$ cat config.mk
export PLATFORM = sky130hd
export DESIGN_NAME = set_operation_engine
export DESIGN_NICKNAME = d
export VERILOG_FILES = /design/src/rtl/soe_pkg.sv /design/src/rtl/soe_datapath.sv /design/src/rtl/soe_ctrl.sv /design/src/rtl/set_operation_engine.sv
export SDC_FILE = /design/constraint.sdc
export NUM_CORES = 1
export LEC_CHECK = 0
export BUFFER_PORTS_ARGS = -buffer_cell sky130_fd_sc_hd__buf_2
export CORE_MARGIN = 3
export CORE_UTILIZATION = 40
export CTS_CLUSTER_SIZE = 12
export DETAILED_ROUTE_END_ITERATION = 8
export PLACE_DENSITY = 0.58
export SYNTH_ARGS = -nofsm -noshare
export SYNTH_HDL_FRONTEND = slang
export SYNTH_SLANG_ARGS = --single-unit
$ cat constraint.sdc
create_clock -name clk -period 8.92 [get_ports clk]
set_input_delay 1.784 -clock clk [delete_from_list [all_inputs] [get_ports clk]]
set_output_delay 1.784 -clock clk [all_outputs]
set_load 0.02 [all_outputs]
$ cat src/rtl/soe_pkg.sv
// shared types and codes for the set operation engine
package soe_pkg;

    localparam int SET_SIZE = 8;
    localparam int CNT_W    = $clog2(SET_SIZE + 1);
    localparam int IDX_W    = (SET_SIZE > 1) ? $clog2(SET_SIZE) : 1;
    localparam int DATA_W   = 32;

    typedef enum logic [1:0] {
        FUNC_CLEAR   = 2'd0,
        FUNC_APPEND_A = 2'd1,
        FUNC_APPEND_B = 2'd2,
        FUNC_COMPUTE = 2'd3
    } func_t;

    typedef enum logic [2:0] {
        OP_UNION     = 3'd0,
        OP_INTERSECT = 3'd1,
        OP_A_MINUS_B = 3'd2,
        OP_B_MINUS_A = 3'd3,
        OP_SYMMETRIC = 3'd4
    } op_t;

    typedef enum logic [1:0] {
        MODE_ALL   = 2'd0,
        MODE_MINUS = 2'd1,
        MODE_INTER = 2'd2
    } scan_mode_t;

    typedef struct packed {
        logic       clear;
        logic       load_a;
        logic       load_b;
        logic       scan;
        logic       sel_b;
        scan_mode_t mode;
        logic       flush;
    } dp_cmd_t;

    typedef struct packed {
        logic scan_end;
        logic flush_done;
    } dp_status_t;

endpackage

$ cat src/rtl/soe_datapath.sv
// list storage, scan counters, compare unit, hold stage and output register
module soe_datapath
    import soe_pkg::*;
(
    input  logic                     clk,
    input  logic                     rst_n,
    input  dp_cmd_t                  cmd,
    input  logic signed [DATA_W-1:0] element,
    output dp_status_t               status,
    output logic                     m_tvalid,
    input  logic                     m_tready,
    output logic signed [DATA_W-1:0] m_tdata,
    output logic                     m_tlast,
    output logic                     m_empty,
    output logic                     m_ovf
);

    logic signed [DATA_W-1:0] list_a_reg [SET_SIZE];
    logic signed [DATA_W-1:0] list_b_reg [SET_SIZE];
    logic [CNT_W-1:0]         cnt_a_reg;
    logic [CNT_W-1:0]         cnt_b_reg;
    logic                     ovf_reg;
    logic [CNT_W-1:0]         i_reg;
    logic [CNT_W-1:0]         j_reg;
    logic                     matched_reg;
    logic                     hold_valid_reg;
    logic signed [DATA_W-1:0] hold_value_reg;
    logic                     m_valid_reg;
    logic signed [DATA_W-1:0] m_data_reg;
    logic                     m_last_reg;
    logic                     m_empty_reg;
    logic                     m_ovf_reg;

    logic [CNT_W-1:0]         outer_cnt;
    logic [CNT_W-1:0]         inner_cnt;
    logic signed [DATA_W-1:0] x_val;
    logic signed [DATA_W-1:0] y_val;
    logic                     at_end;
    logic                     eq;
    logic                     inner_empty;
    logic                     j_last;
    logic                     produce;
    logic                     adv_i;
    logic                     out_free;
    logic                     need_slot;
    logic                     step_ok;
    logic                     flush_ok;
    logic                     a_full;
    logic                     b_full;

    assign outer_cnt   = cmd.sel_b ? cnt_b_reg : cnt_a_reg;
    assign inner_cnt   = cmd.sel_b ? cnt_a_reg : cnt_b_reg;
    assign x_val       = cmd.sel_b ? list_b_reg[i_reg[IDX_W-1:0]] : list_a_reg[i_reg[IDX_W-1:0]];
    assign y_val       = cmd.sel_b ? list_a_reg[j_reg[IDX_W-1:0]] : list_b_reg[j_reg[IDX_W-1:0]];
    assign at_end      = (i_reg == outer_cnt);
    assign eq          = (x_val == y_val);
    assign inner_empty = (inner_cnt == '0);
    assign j_last      = ((j_reg + CNT_W'(1)) == inner_cnt);
    assign a_full      = (cnt_a_reg == CNT_W'(SET_SIZE));
    assign b_full      = (cnt_b_reg == CNT_W'(SET_SIZE));

    always_comb
    begin
        produce = 1'b0;
        adv_i   = 1'b1;
        case (cmd.mode)
            MODE_ALL:
            begin
                produce = 1'b1;
                adv_i   = 1'b1;
            end
            MODE_MINUS:
            begin
                if (inner_empty)
                begin
                    produce = 1'b1;
                    adv_i   = 1'b1;
                end
                else
                begin
                    produce = j_last && !(matched_reg || eq);
                    adv_i   = j_last;
                end
            end
            MODE_INTER:
            begin
                if (inner_empty)
                begin
                    produce = 1'b0;
                    adv_i   = 1'b1;
                end
                else
                begin
                    produce = eq;
                    adv_i   = j_last;
                end
            end
            default:
            begin
                produce = 1'b0;
                adv_i   = 1'b1;
            end
        endcase
    end

    assign out_free  = !m_valid_reg || m_tready;
    assign need_slot = produce && hold_valid_reg;
    assign step_ok   = cmd.scan && !at_end && (!need_slot || out_free);
    assign flush_ok  = cmd.flush && out_free;

    assign status.scan_end   = cmd.scan && at_end;
    assign status.flush_done = flush_ok;

    // list contents, undefined until written
    always_ff @(posedge clk)
    begin
        if (cmd.load_a && !a_full)
        begin
            list_a_reg[cnt_a_reg[IDX_W-1:0]] <= element;
        end
        if (cmd.load_b && !b_full)
        begin
            list_b_reg[cnt_b_reg[IDX_W-1:0]] <= element;
        end
    end

    // payload of hold stage and output register
    always_ff @(posedge clk)
    begin
        if (step_ok && produce)
        begin
            hold_value_reg <= x_val;
        end
        if (step_ok && need_slot)
        begin
            m_data_reg  <= hold_value_reg;
            m_last_reg  <= 1'b0;
            m_empty_reg <= 1'b0;
        end
        else if (flush_ok)
        begin
            m_data_reg  <= hold_valid_reg ? hold_value_reg : '0;
            m_last_reg  <= 1'b1;
            m_empty_reg <= !hold_valid_reg;
        end
    end

    always_ff @(posedge clk or negedge rst_n)
    begin
        if (!rst_n)
        begin
            cnt_a_reg      <= '0;
            cnt_b_reg      <= '0;
            ovf_reg        <= 1'b0;
            i_reg          <= '0;
            j_reg          <= '0;
            matched_reg    <= 1'b0;
            hold_valid_reg <= 1'b0;
            m_valid_reg    <= 1'b0;
            m_ovf_reg      <= 1'b0;
        end
        else
        begin
            if (cmd.clear)
            begin
                cnt_a_reg <= '0;
                cnt_b_reg <= '0;
            end
            if (cmd.load_a)
            begin
                if (a_full)
                begin
                    ovf_reg <= 1'b1;
                end
                else
                begin
                    cnt_a_reg <= cnt_a_reg + CNT_W'(1);
                end
            end
            if (cmd.load_b)
            begin
                if (b_full)
                begin
                    ovf_reg <= 1'b1;
                end
                else
                begin
                    cnt_b_reg <= cnt_b_reg + CNT_W'(1);
                end
            end

            if (status.scan_end)
            begin
                i_reg       <= '0;
                j_reg       <= '0;
                matched_reg <= 1'b0;
            end
            else if (step_ok)
            begin
                if (adv_i)
                begin
                    i_reg       <= i_reg + CNT_W'(1);
                    j_reg       <= '0;
                    matched_reg <= 1'b0;
                end
                else
                begin
                    j_reg       <= j_reg + CNT_W'(1);
                    matched_reg <= matched_reg || eq;
                end
            end

            if (step_ok && produce)
            begin
                hold_valid_reg <= 1'b1;
            end
            else if (flush_ok)
            begin
                hold_valid_reg <= 1'b0;
            end

            // flag travels with the item so later appends cannot change a waiting item
            if ((step_ok && need_slot) || flush_ok)
            begin
                m_valid_reg <= 1'b1;
                m_ovf_reg   <= ovf_reg;
            end
            else if (m_tready)
            begin
                m_valid_reg <= 1'b0;
            end
        end
    end

    assign m_tvalid = m_valid_reg;
    assign m_tdata  = m_data_reg;
    assign m_tlast  = m_last_reg;
    assign m_empty  = m_empty_reg;
    assign m_ovf    = m_ovf_reg;

endmodule

$ cat src/rtl/soe_ctrl.sv
// controller state machine: item decode and scan phase sequencing
module soe_ctrl
    import soe_pkg::*;
(
    input  logic       clk,
    input  logic       rst_n,
    input  logic       in_valid,
    output logic       in_ready,
    input  logic [1:0] func,
    input  logic [2:0] op,
    input  dp_status_t status,
    output dp_cmd_t    cmd
);

    typedef enum logic [1:0] {
        ST_IDLE  = 2'd0,
        ST_RUN1  = 2'd1,
        ST_RUN2  = 2'd2,
        ST_FLUSH = 2'd3
    } state_t;

    state_t     state_reg;
    logic [2:0] op_reg;
    logic       accept;
    logic       two_phase;
    logic       op_known;

    assign accept    = in_valid && (state_reg == ST_IDLE);
    assign in_ready  = (state_reg == ST_IDLE);
    assign two_phase = (op_reg == OP_UNION) || (op_reg == OP_SYMMETRIC);
    assign op_known  = (op == OP_UNION) || (op == OP_INTERSECT) || (op == OP_A_MINUS_B)
                    || (op == OP_B_MINUS_A) || (op == OP_SYMMETRIC);

    always_comb
    begin
        cmd        = '0;
        cmd.mode   = MODE_MINUS;
        cmd.clear  = accept && (func == FUNC_CLEAR);
        cmd.load_a = accept && (func == FUNC_APPEND_A);
        cmd.load_b = accept && (func == FUNC_APPEND_B);
        unique case (state_reg)
            ST_IDLE:
            begin
                cmd.scan = 1'b0;
            end
            ST_RUN1:
            begin
                cmd.scan = 1'b1;
                case (op_reg)
                    OP_UNION:
                    begin
                        cmd.mode = MODE_ALL;
                    end
                    OP_INTERSECT:
                    begin
                        cmd.mode = MODE_INTER;
                    end
                    OP_B_MINUS_A:
                    begin
                        cmd.sel_b = 1'b1;
                    end
                    default:
                    begin
                        cmd.mode = MODE_MINUS;
                    end
                endcase
            end
            ST_RUN2:
            begin
                // second half of union and symmetric: B minus A
                cmd.scan  = 1'b1;
                cmd.sel_b = 1'b1;
            end
            ST_FLUSH:
            begin
                cmd.flush = 1'b1;
            end
            default:
            begin
                cmd.scan = 1'b0;
            end
        endcase
    end

    always_ff @(posedge clk or negedge rst_n)
    begin
        if (!rst_n)
        begin
            state_reg <= ST_IDLE;
            op_reg    <= OP_UNION;
        end
        else
        begin
            unique case (state_reg)
                ST_IDLE:
                begin
                    if (accept && (func == FUNC_COMPUTE))
                    begin
                        op_reg    <= op;
                        state_reg <= op_known ? ST_RUN1 : ST_FLUSH;
                    end
                end
                ST_RUN1:
                begin
                    if (status.scan_end)
                    begin
                        state_reg <= two_phase ? ST_RUN2 : ST_FLUSH;
                    end
                end
                ST_RUN2:
                begin
                    if (status.scan_end)
                    begin
                        state_reg <= ST_FLUSH;
                    end
                end
                ST_FLUSH:
                begin
                    if (status.flush_done)
                    begin
                        state_reg <= ST_IDLE;
                    end
                end
                default:
                begin
                    state_reg <= ST_IDLE;
                end
            endcase
        end
    end

endmodule

$ cat src/rtl/set_operation_engine.sv
// top level of the set operation engine: controller plus datapath
// clear and append items may follow back to back
// a compute scans one compare per cycle while no result waits on a stalled output register;
// each phase ends with a scan end step and a flush emits the final item with the last mark
// results leave through a one-deep hold stage and an output register; downstream stalls can hold the scan
// rst_n is asynchronous active low and clears counts, overflow flag and control; list contents stay undefined
module set_operation_engine
    import soe_pkg::*;
(
    input  logic              clk,
    input  logic              rst_n,
    input  logic              s_tvalid,
    output logic              s_tready,
    input  logic [DATA_W-1:0] s_tdata,   // element
    input  logic [4:0]        s_tuser,   // func[1:0], op[4:2]
    output logic              m_tvalid,
    input  logic              m_tready,
    output logic [DATA_W-1:0] m_tdata,   // result_value
    output logic              m_tlast,
    output logic [1:0]        m_tuser    // empty_res[0], overflow[1]
);

    dp_cmd_t                  cmd;
    dp_status_t               status;
    logic signed [DATA_W-1:0] result;
    logic                     empty_res;
    logic                     overflow;

    soe_ctrl u_ctrl (
        .clk      (clk),
        .rst_n    (rst_n),
        .in_valid (s_tvalid),
        .in_ready (s_tready),
        .func     (s_tuser[1:0]),
        .op       (s_tuser[4:2]),
        .status   (status),
        .cmd      (cmd)
    );

    soe_datapath u_datapath (
        .clk      (clk),
        .rst_n    (rst_n),
        .cmd      (cmd),
        .element  (signed'(s_tdata)),
        .status   (status),
        .m_tvalid (m_tvalid),
        .m_tready (m_tready),
        .m_tdata  (result),
        .m_tlast  (m_tlast),
        .m_empty  (empty_res),
        .m_ovf    (overflow)
    );

    assign m_tdata = unsigned'(result);
    assign m_tuser = {overflow, empty_res};

    a_empty_is_last: assert property (@(posedge clk) disable iff (!rst_n)
        (m_tvalid && m_tuser[0]) |-> m_tlast)
        else $error("empty item without last mark");

    a_empty_is_zero: assert property (@(posedge clk) disable iff (!rst_n)
        (m_tvalid && m_tuser[0]) |-> (m_tdata == '0))
        else $error("empty item with nonzero value");

    a_compute_busy: assert property (@(posedge clk) disable iff (!rst_n)
        (s_tvalid && s_tready && (s_tuser[1:0] == FUNC_COMPUTE)) |=> !s_tready)
        else $error("input taken while a compute starts");

    a_overflow_sticky: assert property (@(posedge clk) disable iff (!rst_n)
        $past(m_tuser[1]) |-> m_tuser[1])
        else $error("overflow flag dropped");

endmodule
==> run summary <==
Hold Path End: u_datapath.m_tlast$_SDFFE_PP0P_
Post-CTS setup buffers: 0
Slew @ Worst Pin: 988 ps
Total grt overflow: 0
Crit-path max FO: 50
Max Used Layer: met5
Reg2reg setup slack: 2490 ps
Clk_skew: 35.2 ps
Sw power: 3.07 mW
Most frequent cells in the layout: 576 x edfxtp_1, 323 x mux4_2, 77 x buf_2
Worst min-delay path category: reg2reg
Clk Latency, worst-skew pair: 600 ps
Clock-pin slew on the worst setup and hold paths: 60 ps
Antenna violations before repair: 11
Cell Rows: 96
Die Y: 270 um
Max-cap violations: 0
Synth warnings: 0
RSZ-0062 raised after global routing: no
First drt pass iteration count: 4
Core footprint: 68900 sq um
Post-DRT Antenna Nets: 0
F_max: 0.155 GHz
Post-Synthesis Cells: 1340
DR vias/cell: 5.91
Iteration-0 DRC Markers: 1386
Leak: 9.89 nW
PostCTS Resize Cnt: 0
Register area share after synthesis: 64.4%
Clock sink total: 604
Max VDD drop: 0.174 mV
Int Pwr: 6.54 mW
Htree depth: 3
Fin crit period: 6430 ps
Area of the mapped netlist: 27900 sq um
Slowest cell on the critical path: dfrtp_4
Sw Share: 31.9%
Drt total wl: 70.4 mm
CTS root buf: clkbuf_16
Final setup fails: 0
Clock Power Share: 27.1%
CP Launch Type: flip-flop
Slew headroom: 33.9%
CTS tree: done
Vias in the first global route: 14900
Share of layout cells above drive strength 1: 37.6%
RR Endpoint: u_datapath.hold_value_reg[23]$_DFFE_PP_
Wl on met1: 30.2 mm
Critical path, cell by cell: buf_12 > mux4_2 > mux4_2 > xnor2_1 > nand4_1 > nor4_1 > nand4_1 > nand2_1 > or3b_1 > a211oi_4 > buf_4
TNS Setup: 0 ps
Combinational fraction of design power: 33.4%
Layout overhead on the synthesized area: 13.0%
Largest net degree at the start of global routing: 61
Detailed-route wire length per cell: 29.2 um
Nets: 1487
Final hold violations: 0
R2r startpoint: u_datapath.i_reg[0]$_DFFE_PN0P_
Syn avg cell area: 20.8 sq um
Status: completed
Post-synth cell types: 52
Pins Over Slew Limit: 0
Num CTS Buffers: 68
Routability cong.: 0.756
Ys flop type: edfxtp_1
Period utilization: 72.1%
Met3 routed WL: 4.51 mm
EDFF count, synth: 576
Wire length of the first global-routing pass: 103 mm
Floorplan die width: 270 um
Vias: 14300
Ys async rst share: 4.30%
Cell count of the worst hold path: 2
Setup CP Type: reg2reg
CTS Hold Bufs: 0
Met2 routed wirelength: 34.2 mm
Max incr delay on CP: 920 ps
CP Capture Type: flip-flop
Initial Util: 40.5%
Pwr per Cell Area: 304 nW/um^2
Buffers added on ports: 77
Critical Path RT: 9140 ps
Syn_nets: 1395
Die footprint: 73100 sq um
Synth Register Bits: 604
Clk buf depth: 3
Num ports: 78
DRC viols: 0
Most common cell after layout, fill and taps aside: edfxtp_1
Hpwl dp: 37.6 mm
Area share of the leading cell type in the synthesized netlist: 61.9%
Ranking of synthesized cells by area: edfxtp_1 62%, mux4_2 26%, dfrtp_1 2.3%
Critical path arrival: 6660 ps
R2R depth: 11
Sequential power share: 39.5%
Filler Cells Inserted: 5790
Hold WS: 468 ps
All-layer global routing usage: 19.4%
Hold_sp: u_datapath.m_tlast$_SDFFE_PP0P_
Synth area leader: edfxtp_1
[stage by stage]
stage          instance area, sq um  utilization (%)  total power [mW]  cells  setup slack (ps)
4_1_cts                       31600             45.8              9.76   2406              2320
6_report                      31600             45.8              9.61   2412              2490
3_5_place_dp                  29500             42.8              7.13   2293              2370
5_1_grt                       31600             45.8              10.1   2408              2090
2_1_floorplan                 27900                -              6.15   1340              3730
3_3_place_gp                  29500             42.8              7.11   2293              2360
[how the worst max path moves through the flow]
stage | endpoint | cells past startpoint | slack (ps) | start
2_1_floorplan | u_datapath.list_b_reg[0][0]$_DFFE_PP_ | 5 | 3730 | s_tuser[0]
3_3_place_gp | u_datapath.hold_value_reg[23]$_DFFE_PP_ | 11 | 2360 | u_datapath.i_reg[0]$_DFFE_PN0P_
3_5_place_dp | u_datapath.hold_value_reg[17]$_DFFE_PP_ | 11 | 2370 | u_datapath.i_reg[0]$_DFFE_PN0P_
4_1_cts | u_datapath.hold_value_reg[23]$_DFFE_PP_ | 11 | 2320 | u_datapath.i_reg[0]$_DFFE_PN0P_
5_1_grt | u_datapath.hold_value_reg[23]$_DFFE_PP_ | 11 | 2090 | u_datapath.i_reg[0]$_DFFE_PN0P_
6_report | u_datapath.hold_value_reg[23]$_DFFE_PP_ | 11 | 2490 | u_datapath.i_reg[0]$_DFFE_PN0P_
[synth_stat cells (all sizes together), types with 3 or more instances]
| library cell | instances |
|---|---|
| edfxtp | 576 |
| mux4 | 323 |
| buf | 51 |
| mux2i | 42 |
| clkbuf | 38 |
| xnor2 | 35 |
| and2 | 34 |
| nand2 | 34 |
| dfrtp | 26 |
| nor2 | 25 |
| o21ai | 17 |
| nand3 | 16 |
| xor2 | 16 |
| inv | 15 |
| ha | 14 |
| nand4 | 10 |
| nor3 | 10 |
| a21oi | 5 |
| and3 | 5 |
| or4 | 5 |
| a211oi | 4 |
| mux2 | 4 |
| nor2b | 4 |
| nor4 | 4 |
| nor3b | 3 |
| or3 | 3 |
[power groups by stage]
stage                     Combinational (mW)  Sequential, mW  Clock (mW)
after floorplan                         2.41            3.74           0
after global placement                  3.24            3.87           0
after detailed placement                3.27            3.86           0
after CTS                               3.28            3.81        2.67
after global routing                    3.47            3.84        2.80
final                                   3.21            3.80        2.61
[cells by family after synthesis]
| group | after synthesis | synth area share [%] |
|---|---|---|
| buffers and inverters | 104 | 1.77 |
| muxes | 369 | 27.7 |
| xor gates and xnor gates | 51 | 1.60 |
| AOI/OAI and AO/OA | 38 | 0.878 |
| and+or+nand+nor | 160 | 3.04 |
| DFF | 604 | 64.4 |
| adders and majority gates | 14 | 0.627 |
[critical path: cells and delay by family, from the launching register on]
| kind | cells | cell delay [ps] |
|---|---|---|
| and+or+nand+nor | 5 | 1860 |
| AOI/OAI and AO/OA | 1 | 850 |
| muxes | 2 | 1060 |
| xor gates and xnor gates | 1 | 280 |
| buffers and inverters | 2 | 950 |
| DFF | 1 | 920 |
[cell type report]
class / count / area [sq um] / share of cell area, %
Timing Repair Buffer: 111 / 716 / 2.27
Clock buffer: 85 / 1790 / 5.66
Antenna cell: 6 / 15.0 / 0.0476
Tap cell: 931 / 1160 / 3.69
Inverter: 15 / 56.3 / 0.178
Sequential cell: 604 / 18000 / 57.0
Multi-Input combinational cell: 632 / 9590 / 30.4
Clock inverter: 28 / 243 / 0.769
[routing by layer]
metal / vias to the layer above / GRT usage, %
li1: 5932 / -
met1: 7740 / 27.4
met2: 473 / 31.2
met3: 106 / 3.92
met4: 6 / 5.11
met5: - / 0
No activity file was read; power rests on OpenSTA's default activity.
